### src/sv/bslpd_pkg.sv
// ---------------------------------------------------------------------------
// bslpd_pkg: shared types and constants for the short/long press detector
// Field widths, register indexes and register reset values.
// ---------------------------------------------------------------------------
package bslpd_pkg;

   localparam int unsigned CNT_W      = 8;   // debounce counter width
   localparam int unsigned TICKS_W    = 8;   // threshold register width
   localparam int unsigned REQ_DATA_W = 8;   // pin_level, take_short, take_long, padding
   localparam int unsigned RSP_DATA_W = 8;   // short_press, long_press, padding
   localparam int unsigned CSR_IDX_W  = 1;

   localparam logic [TICKS_W-1:0] DEBOUNCE_TICKS_RST = 8'd4;
   localparam logic [TICKS_W-1:0] LONG_TICKS_RST     = 8'd70;

   // Pin is active low: pressed reads as 0.
   localparam logic PIN_PRESSED  = 1'b0;
   localparam logic PIN_RELEASED = 1'b1;

   // req_tdata bit positions
   localparam int unsigned REQ_PIN_BIT   = 0;
   localparam int unsigned REQ_TAKE_S    = 1;
   localparam int unsigned REQ_TAKE_L    = 2;
   // rsp_tdata bit positions
   localparam int unsigned RSP_SHORT_BIT = 0;
   localparam int unsigned RSP_LONG_BIT  = 1;

   typedef enum logic [CSR_IDX_W-1:0] {
      REG_DEBOUNCE_TICKS = 1'b0,
      REG_LONG_TICKS     = 1'b1
   } csr_index_type;

endpackage

### src/sv/button_short_long_press_detector.sv
// ---------------------------------------------------------------------------
// button_short_long_press_detector: debounced short and long press flags
// Two debouncers on one active-low pin sample stream, sticky press flags
// with read-to-clear strobes, one result beat per sample beat.
// ---------------------------------------------------------------------------
// Each req beat is one sample tick of the button pin (0 = pressed) plus two
// read-to-clear strobes. The block accepts one beat every clock cycle and
// returns exactly one rsp beat per req beat, valid from the cycle after
// acceptance, in order, out of the single result register; the debouncer
// state is updated in the same edge that takes the req beat. The result
// register frees itself as the rsp beat is taken, so req_tready stays high
// while the downstream side keeps up and drops only while a result waits
// on a low rsp_tready. The short debouncer accepts a level change after
// debounce_ticks differing samples; a press arms it and a release while
// armed sets the short flag. The long debouncer accepts a press after
// long_ticks samples (setting the long flag and disarming the short path)
// and a release after debounce_ticks samples. The flags are reported after
// the tick's update; a set strobe clears its flag after that report.
// A threshold of 0 behaves like 1. Write csr_* only while no beat is in
// flight.
// ---------------------------------------------------------------------------
module button_short_long_press_detector
   import bslpd_pkg::*;
(
   input  logic                  clock,
   input  logic                  reset,
   // sample stream in
   input  logic                  req_tvalid,
   output logic                  req_tready,
   input  logic [REQ_DATA_W-1:0] req_tdata,   // [0] pin_level, [1] take_short,
                                              // [2] take_long, [7:3] zero
   // flag stream out
   output logic                  rsp_tvalid,
   input  logic                  rsp_tready,
   output logic [RSP_DATA_W-1:0] rsp_tdata,   // [0] short_press, [1] long_press,
                                              // [7:2] zero
   // configuration writes
   input  logic                  csr_we,
   input  logic [CSR_IDX_W-1:0]  csr_index,
   input  logic [TICKS_W-1:0]    csr_wdata
);

   // thresholds
   logic [TICKS_W-1:0] debounce_ticks_ff, debounce_ticks_in;
   logic [TICKS_W-1:0] long_ticks_ff,     long_ticks_in;

   // debouncer and flag state
   logic [CNT_W-1:0] short_cnt_ff, short_cnt_in;
   logic             short_level_ff, short_level_in;
   logic             armed_ff, armed_in;
   logic [CNT_W-1:0] long_cnt_ff, long_cnt_in;
   logic             long_level_ff, long_level_in;
   logic             short_flag_ff, short_flag_in;
   logic             long_flag_ff, long_flag_in;

   // result register
   logic             rsp_valid_ff, rsp_valid_in;
   logic             rsp_short_ff, rsp_short_in;
   logic             rsp_long_ff,  rsp_long_in;

   logic             req_beat;
   logic             pin;
   logic [CNT_W-1:0] short_cnt_inc, long_cnt_inc;
   logic [CNT_W-1:0] long_thr;
   logic             armed_mid;
   logic             short_upd, long_upd;

   // Result slot frees up as its beat leaves, so a new beat can land in the
   // same cycle.
   assign req_tready = !rsp_valid_ff || rsp_tready;
   assign req_beat   = req_tvalid && req_tready;
   assign pin        = req_tdata[REQ_PIN_BIT];

   // --- configuration ---
   always_comb begin
      debounce_ticks_in = debounce_ticks_ff;
      long_ticks_in     = long_ticks_ff;
      if (csr_we) begin
         unique case (csr_index_type'(csr_index))
            REG_DEBOUNCE_TICKS: debounce_ticks_in = csr_wdata;
            REG_LONG_TICKS:     long_ticks_in     = csr_wdata;
            default:            ;
         endcase
      end
   end

   // --- debouncers: short path first, long path sees its armed update ---
   always_comb begin
      short_cnt_inc  = short_cnt_ff + 1'b1;
      long_cnt_inc   = long_cnt_ff + 1'b1;
      long_thr       = (pin == PIN_PRESSED) ? long_ticks_ff : debounce_ticks_ff;

      short_cnt_in   = short_cnt_ff;
      short_level_in = short_level_ff;
      long_cnt_in    = long_cnt_ff;
      long_level_in  = long_level_ff;
      armed_mid      = armed_ff;
      armed_in       = armed_ff;
      short_upd      = short_flag_ff;
      long_upd       = long_flag_ff;

      // short debouncer
      if (pin != short_level_ff) begin
         if (short_cnt_inc >= debounce_ticks_ff) begin
            short_level_in = pin;
            short_cnt_in   = '0;
            if (pin == PIN_PRESSED) begin
               armed_mid = 1'b1;
            end else if (armed_ff) begin
               short_upd = 1'b1;
            end
         end else begin
            short_cnt_in = short_cnt_inc;
         end
      end else begin
         short_cnt_in = '0;
      end

      // long debouncer; accepted long press disarms the short path
      armed_in = armed_mid;
      if (pin != long_level_ff) begin
         if (long_cnt_inc >= long_thr) begin
            long_level_in = pin;
            long_cnt_in   = '0;
            if (pin == PIN_PRESSED) begin
               long_upd = 1'b1;
               armed_in = 1'b0;
            end
         end else begin
            long_cnt_in = long_cnt_inc;
         end
      end else begin
         long_cnt_in = '0;
      end

      // report then clear on strobe
      rsp_short_in  = short_upd;
      rsp_long_in   = long_upd;
      short_flag_in = short_upd && !req_tdata[REQ_TAKE_S];
      long_flag_in  = long_upd  && !req_tdata[REQ_TAKE_L];
   end

   always_comb begin
      rsp_valid_in = rsp_valid_ff && !rsp_tready;
      if (req_beat) begin
         rsp_valid_in = 1'b1;
      end
   end

   always_ff @(posedge clock) begin
      if (reset) begin
         debounce_ticks_ff <= DEBOUNCE_TICKS_RST;
         long_ticks_ff     <= LONG_TICKS_RST;
         short_cnt_ff      <= '0;
         short_level_ff    <= PIN_RELEASED;
         armed_ff          <= 1'b0;
         long_cnt_ff       <= '0;
         long_level_ff     <= PIN_RELEASED;
         short_flag_ff     <= 1'b0;
         long_flag_ff      <= 1'b0;
         rsp_valid_ff      <= 1'b0;
      end else begin
         debounce_ticks_ff <= debounce_ticks_in;
         long_ticks_ff     <= long_ticks_in;
         rsp_valid_ff      <= rsp_valid_in;
         if (req_beat) begin
            short_cnt_ff   <= short_cnt_in;
            short_level_ff <= short_level_in;
            armed_ff       <= armed_in;
            long_cnt_ff    <= long_cnt_in;
            long_level_ff  <= long_level_in;
            short_flag_ff  <= short_flag_in;
            long_flag_ff   <= long_flag_in;
         end
      end
   end

   // result payload, no reset needed
   always_ff @(posedge clock) begin
      if (req_beat) begin
         rsp_short_ff <= rsp_short_in;
         rsp_long_ff  <= rsp_long_in;
      end
   end

   assign rsp_tvalid = rsp_valid_ff;
   always_comb begin
      rsp_tdata                = '0;
      rsp_tdata[RSP_SHORT_BIT] = rsp_short_ff;
      rsp_tdata[RSP_LONG_BIT]  = rsp_long_ff;
   end

endmodule

### config.mk
export PLATFORM = sky130hd
export DESIGN_NAME = button_short_long_press_detector
export DESIGN_NICKNAME = d
export VERILOG_FILES = /design/src/sv/bslpd_pkg.sv /design/src/sv/button_short_long_press_detector.sv
export SDC_FILE = /design/constraint.sdc
export NUM_CORES = 1
export LEC_CHECK = 0
export ABC_AREA = 1
export CAP_MARGIN = 20
export CORE_ASPECT_RATIO = 1.75
export CORE_UTILIZATION = 45
export CTS_BUF_LIST = sky130_fd_sc_hd__clkbuf_4
export DETAILED_ROUTE_END_ITERATION = 6
export DONT_BUFFER_PORTS = 1
export PLACE_DENSITY = 0.65
export SKIP_CTS_REPAIR_TIMING = 1
export SLEW_MARGIN = 20
export SYNTH_ARGS = -nofsm -noshare
export SYNTH_HDL_FRONTEND = slang
export SYNTH_SLANG_ARGS = --single-unit
### constraint.sdc
create_clock -name clock -period 4.06 [get_ports clock]
set_input_delay 0.203 -clock clock [delete_from_list [all_inputs] [get_ports clock]]
set_output_delay 0.203 -clock clock [all_outputs]
set_load 0.005 [all_outputs]
Word level (Yosys, flattened, before mapping)

Index checks and enable logic that the tools add are counted.

Add/sub/neg operators: 2
Multiply operators: 0
Div/mod/pow operators: 0
Magnitude comparators: 2
Equal/unequal tests: 2
Shift operators: 0
Muxes and demuxes: 19
Bitwise logic cells: 1
Reductions and logical operators: 13

Operators with widths:

| cell                                                           | count |
|---|---|
| 8-bit two-way mux                                              | 5 |
| 8-bit by 1-bit adder with 8-bit output (second input constant) | 2 |
| 8-bit >= comparator                                            | 2 |
| 1-bit two-way mux                                              | 14 |
| 3-bit AND reduction                                            | 2 |
| 1-bit logical AND                                              | 4 |
| 1-bit zero test                                                | 4 |
| 2-bit AND reduction                                            | 2 |
| 1-bit inequality test                                          | 2 |
| 1-bit logical OR                                               | 1 |
| 1-bit inverter                                                 | 1 |

Register bits after elaboration: 40
Bits in latches: 0
RAM bits: 0
Bits in read-only memories: 0
Bits of input ports: 22
Output and inout bits: 10
Logic and storage cells: 51
Memories: 0

Logic depth before layout (Yosys ltp)

Depth after elaboration: 7
Mapped depth: 15
Gate-level depth less buffers: 14

Least setup slack after synthesis

Ideal clock, no wire load.

Path type: register to register
Start: register long_cnt_ff[2]
End: register rsp_long_ff, data pin
Setup time: 255 ps
Arrival time: 1692 ps
Data required time: 3805 ps
Setup slack: 2113 ps
Cell stages (with the launch flop): 13
Path buffers: 1
Clock period less this slack: 1947 ps
Path through: dfxtp_1 nand2_1 nor2_1 nand3_1 nand2_1 inv_1 ha_1 a21oi_1 o21a_1 buf_2 nand2_1 nand3_1 nand2_1

Longest elaborated chain between the ends: 4

RTL lines:

| element                                | line                                    | source |
|---|---|---|
| start: declaration                     | button_short_long_press_detector.sv:51  | `logic [CNT_W-1:0] long_cnt_ff, long_cnt_in;` |
| start signal: assignment               | button_short_long_press_detector.sv:170 | `long_cnt_ff <= long_cnt_in;` |
| 8-bit by 1-bit adder with 8-bit output | button_short_long_press_detector.sv:90  | `long_cnt_inc = long_cnt_ff + 1'b1;` |
| 8-bit >= comparator                    | button_short_long_press_detector.sv:122 | `if (long_cnt_inc >= long_thr) begin` |
| 1-bit two-way mux                      | button_short_long_press_detector.sv:122 |  |
| 1-bit two-way mux                      | button_short_long_press_detector.sv:121 | `if (pin != long_level_ff) begin` |
| via long_upd                           | button_short_long_press_detector.sv:66  | `logic short_upd, long_upd;` |
| end signal: assignment                 | button_short_long_press_detector.sv:182 | `rsp_long_ff <= rsp_long_in;` |
| end: declaration                       | button_short_long_press_detector.sv:59  | `logic rsp_long_ff, rsp_long_in;` |

The timed path passes the listed nets, and every way through them passes these cells.
A chain may end at the register's enable or synchronous reset.

Worst setup path after layout

Start: register short_cnt_ff[0]
End: register rsp_short_ff, data pin

Longest elaborated chain between the ends: 4

RTL lines:

| element                                | line                                    | source |
|---|---|---|
| start: declaration                     | button_short_long_press_detector.sv:48  | `logic [CNT_W-1:0] short_cnt_ff, short_cnt_in;` |
| start signal: assignment               | button_short_long_press_detector.sv:167 | `short_cnt_ff <= short_cnt_in;` |
| 8-bit by 1-bit adder with 8-bit output | button_short_long_press_detector.sv:89  | `short_cnt_inc = short_cnt_ff + 1'b1;` |
| 8-bit >= comparator                    | button_short_long_press_detector.sv:104 | `if (short_cnt_inc >= debounce_ticks_ff) begin` |
| 1-bit two-way mux                      | button_short_long_press_detector.sv:104 |  |
| 1-bit two-way mux                      | button_short_long_press_detector.sv:103 | `if (pin != short_level_ff) begin` |
| via rsp_short_in                       | button_short_long_press_detector.sv:58  | `logic rsp_short_ff, rsp_short_in;` |
| end signal: assignment                 | button_short_long_press_detector.sv:181 | `rsp_short_ff <= rsp_short_in;` |
| end: declaration                       | button_short_long_press_detector.sv:58  |  |

The timed path passes the listed nets, and every way through them passes these cells.

==> results.sh <==
export IMPL_io_pins=32
export IMPL_grt_ovfl_total=0
export IMPL_cp_end_kind="register"
export IMPL_place_hpwl_mm=3.800
export IMPL_grt_max_degree=25
export IMPL_cts_tree="built"
export IMPL_wire_per_inst_um=12.75
export IMPL_fin_crit_sh=0.5848
export IMPL_outcome="completed"
export IMPL_power_frac_clock=0.293
export IMPL_power_density_nw_per_um2=290.9
export IMPL_startpoint_type="register"
export IMPL_antenna_found_initial=0
export IMPL_nets=389
export IMPL_stdcell_count=404
export IMPL_worst_slew_pin_slew_ns=0.6685
export IMPL_synth_warnings=0
export IMPL_fin_area_um2=2497
export IMPL_ys_seq_area_frac=0.3426
export IMPL_r2r_start="short_cnt_ff[0]$_SDFFE_PP0P_"
export IMPL_avgViaCountPerCell=5.168
export IMPL_antenna_cells=0
export IMPL_place_port_buffers=0
export IMPL_r2r_worst_path_cells=10
export IMPL_hold_class="in -> reg"
export IMPL_synth_seq_cells=40
export IMPL_gp_congestion=0.8205
export IMPL_cts_buffers=5
export IMPL_grt_pass1_vias=1950
export IMPL_combPwrFrac=0.131
export IMPL_cts_sinks=40
export IMPL_critPathKind="reg -> reg"
export IMPL_p_leak_nw=1.171
export IMPL_cpMostUsedCell="nand2_1"
export IMPL_dr_first_iter_drc_count=44
export IMPL_die_h_um=98.53
export IMPL_clk_latency_ns=0.36
export IMPL_clock_path_buffers=2
export IMPL_max_cap_violations=0
export IMPL_avgSynthCellArea_um2=6.865
export IMPL_placed_area_um2=2361
export IMPL_rsz0062_at_grt="false"
export IMPL_critPathCapture="rsp_short_ff$_DFFE_PP_"
export IMPL_drc=0
export IMPL_track_usage=0.1972
export IMPL_coreArea_um2=5062
export IMPL_crit_required_ns=4.18
export IMPL_period_needed_ns=2.374
export IMPL_syn_area_um2=2396
export IMPL_synth_cell_types=25
export IMPL_drtAntennaViolNets=0
export IMPL_clkTransAtPathRegs_ns=0.12
export IMPL_p_seq_frac=0.576
export IMPL_worstPathArrival_ns=2.49
export IMPL_syn_instance_count=349
export IMPL_timing_rr_end="rsp_short_ff$_DFFE_PP_"
export IMPL_grt_first_pass_wirelength_mm=8.556
export IMPL_drt_first_pass_iters=4
export IMPL_die_area_um2=5632
export IMPL_wirelength_mm=5.150
export IMPL_drive_gt1_frac=0.04000
export IMPL_slowest_stage="dfxtp_1"
export IMPL_p_sw_frac=0.2789
export IMPL_slowest_delay_ns=0.47
export IMPL_fillCellCount=521
export IMPL_fmax_mhz=421.2
export IMPL_fin_skew_ns=0.005692
export IMPL_peakVddDrop_mv=0.1894
export IMPL_htreeDepth=2
export IMPL_p_sw_uw=202.6
export IMPL_critPathMaxFanout=9
export IMPL_root_buffer="clkbuf_4"
export IMPL_crit_start="short_cnt_ff[0]$_SDFFE_PP0P_"
export IMPL_final_core_util=0.4933
export IMPL_reg2reg_setup_slack_ns=1.69
export IMPL_fin_tns_setup_ns=0
export IMPL_dp_cells=388
export IMPL_dieWidth_um=57.16
export IMPL_syn_to_final_growth_pct=4.230
export IMPL_setup_viol=0
export IMPL_internal_power_uw=523.9
export IMPL_drv_slew=0
export IMPL_timing_final_hold_violations=0
export IMPL_vias=2088
export IMPL_std_cell_rows=34
export IMPL_initial_core_util=0.4733
export IMPL_cp_cell_sequence="ha_1, nand3_1, xor2_1, inv_1, ha_1, a21oi_1, o21a_1, nand2_1, nand2_1, nand2_1"
export IMPL_relSlewSlack=0.5538
[worst min-delay path by stage]
stage | from | end | slack, ns | cells past startpoint
floorplan | csr_wdata[1] | long_ticks_ff[1]$_SDFFE_PP1P_ | 0.32 | 2
global placement | reset | long_cnt_ff[2]$_SDFFE_PP0P_ | 0.28 | 1
detailed placement | reset | long_cnt_ff[2]$_SDFFE_PP0P_ | 0.28 | 1
CTS | reset | short_cnt_ff[4]$_SDFFE_PP0P_ | -0.11 | 1
global route | csr_wdata[5] | long_ticks_ff[5]$_SDFFE_PP0P_ | 0.003 | 2
finish | req_tdata[0] | short_level_ff$_SDFFE_PP1P_ | 0.002 | 2
[per-stage QoR]
stage                     power (mW)  hold slack, ns  setup slack [ns]
after global placement        0.5122          0.2751             1.768
after floorplan               0.5067          0.3162             2.113
final                         0.7266        0.002270             1.686
after CTS                     0.7265         -0.1140             1.686
after detailed placement      0.5150          0.2763             1.720
after global routing          0.7669        0.002876             1.476
[cell type report]
class                      instances  area (µm²)  share of cell area
clock buffer                       7       52.55             0.02104
clock inverter                     1       3.754            0.001503
inverter                          41       153.9             0.06162
multi-input combinational        253        1319              0.5281
sequential                        40       820.8              0.3287
tap                               54       67.56             0.02705
timing repair buffer               8       80.08             0.03206
[flip-flops by register name (all words and copies together) (netlist names)]
| signal | cells |
|---|---|
| long_cnt_ff | 8 |
| short_level_ff | 1 |
| rsp_long_ff | 1 |
| armed_ff | 1 |
| short_flag_ff | 1 |
| long_level_ff | 1 |
| long_ticks_ff | 8 |
| rsp_tvalid | 1 |
| rsp_short_ff | 1 |
| debounce_ticks_ff | 8 |
| short_cnt_ff | 8 |
| long_flag_ff | 1 |
[cell usage after synthesis]
library cell	count	area (µm²)
a21oi_4	1	16.27
a21oi_1	30	150.1
inv_2	1	3.750
nand2_1	95	356.6
nor2_1	28	105.1
clkbuf_1	6	22.52
buf_6	1	11.26
nand3_1	19	95.09
xor2_1	6	52.55
nor2_2	1	6.260
ha_1	18	225.2
edfxtp_1	2	60.06
o21a_1	2	15.01
buf_4	9	67.56
o21ai_0	23	115.1
xnor2_1	1	8.760
o211ai_1	1	7.510
nand4_1	16	100.1
dfxtp_1	38	760.7
conb_1	1	3.750
nand3b_1	2	15.01
buf_2	4	20.02
inv_1	40	150.1
nand2_2	3	18.77
or2_4	1	8.760
[kinds of logic (layout without fill, tap and decap cells)]
| kind of cell | after synthesis | in the layout | synth area share |
|---|---|---|---|
| compound gates | 57 | 57 | 0.1269 |
| xor+xnor | 7 | 7 | 0.02559 |
| fa+ha+maj | 18 | 18 | 0.09400 |
| buf+inv | 61 | 57 | 0.1149 |
| flops | 40 | 40 | 0.3426 |
| other cells | 1 | 6 | 0.001565 |
| simple gates | 165 | 165 | 0.2945 |
[placed cells by master, fill, tap and decap left out]
cell | synthesis | layout
ha_1 | 18 | 18
clkbuf_4 | 0 | 7
clkinv_1 | 0 | 1
nor2_2 | 1 | 1
a21oi_1 | 30 | 30
inv_1 | 40 | 40
nor2_1 | 28 | 28
nand3_1 | 19 | 19
xnor2_1 | 1 | 1
nand2_1 | 95 | 95
nand4_1 | 16 | 16
xor2_1 | 6 | 6
conb_1 | 1 | 6
nand3b_1 | 2 | 2
inv_2 | 1 | 1
or2_4 | 1 | 1
a21oi_4 | 1 | 1
dfxtp_1 | 38 | 38
edfxtp_1 | 2 | 2
nand2_2 | 3 | 3
dlygate4sd3_1 | 0 | 8
o211ai_1 | 1 | 1
o21a_1 | 2 | 2
o21ai_0 | 23 | 23
[layer usage]
metal / track usage / routed length, µm / part of all wire / vias to the layer above
met5: 0 / 0 / 0 / -
met2: 0.3719 / 2872 / 0.56 / 14
li1: - / - / - / 1117
met1: 0.2071 / 2114 / 0.41 / 951
met4: 0.08068 / 84 / 0.016 / 0
met3: 0.03675 / 78 / 0.015 / 6
[power by group through the flow]
stage                     registers, mW  clock network, mW  logic, mW
final                             0.419              0.213     0.0950
after floorplan                   0.425                  0     0.0814
after global placement            0.428                  0     0.0847
after detailed placement          0.428                  0     0.0870
after global routing              0.421              0.236      0.111
after CTS                         0.419              0.220     0.0875
[worst max-delay path, delay by kind of cell (launching register included)]
kind	cells	cell delay (ns)
buffers and inverters	1	0.10
XOR/XNOR	1	0.14
AND/OR/NAND/NOR	4	0.46
AO/OA/AOI/OAI	2	0.47
adder cells (fa/ha/maj)	2	0.49
flip-flops	1	0.47
Power figures use the tool's default switching activity.
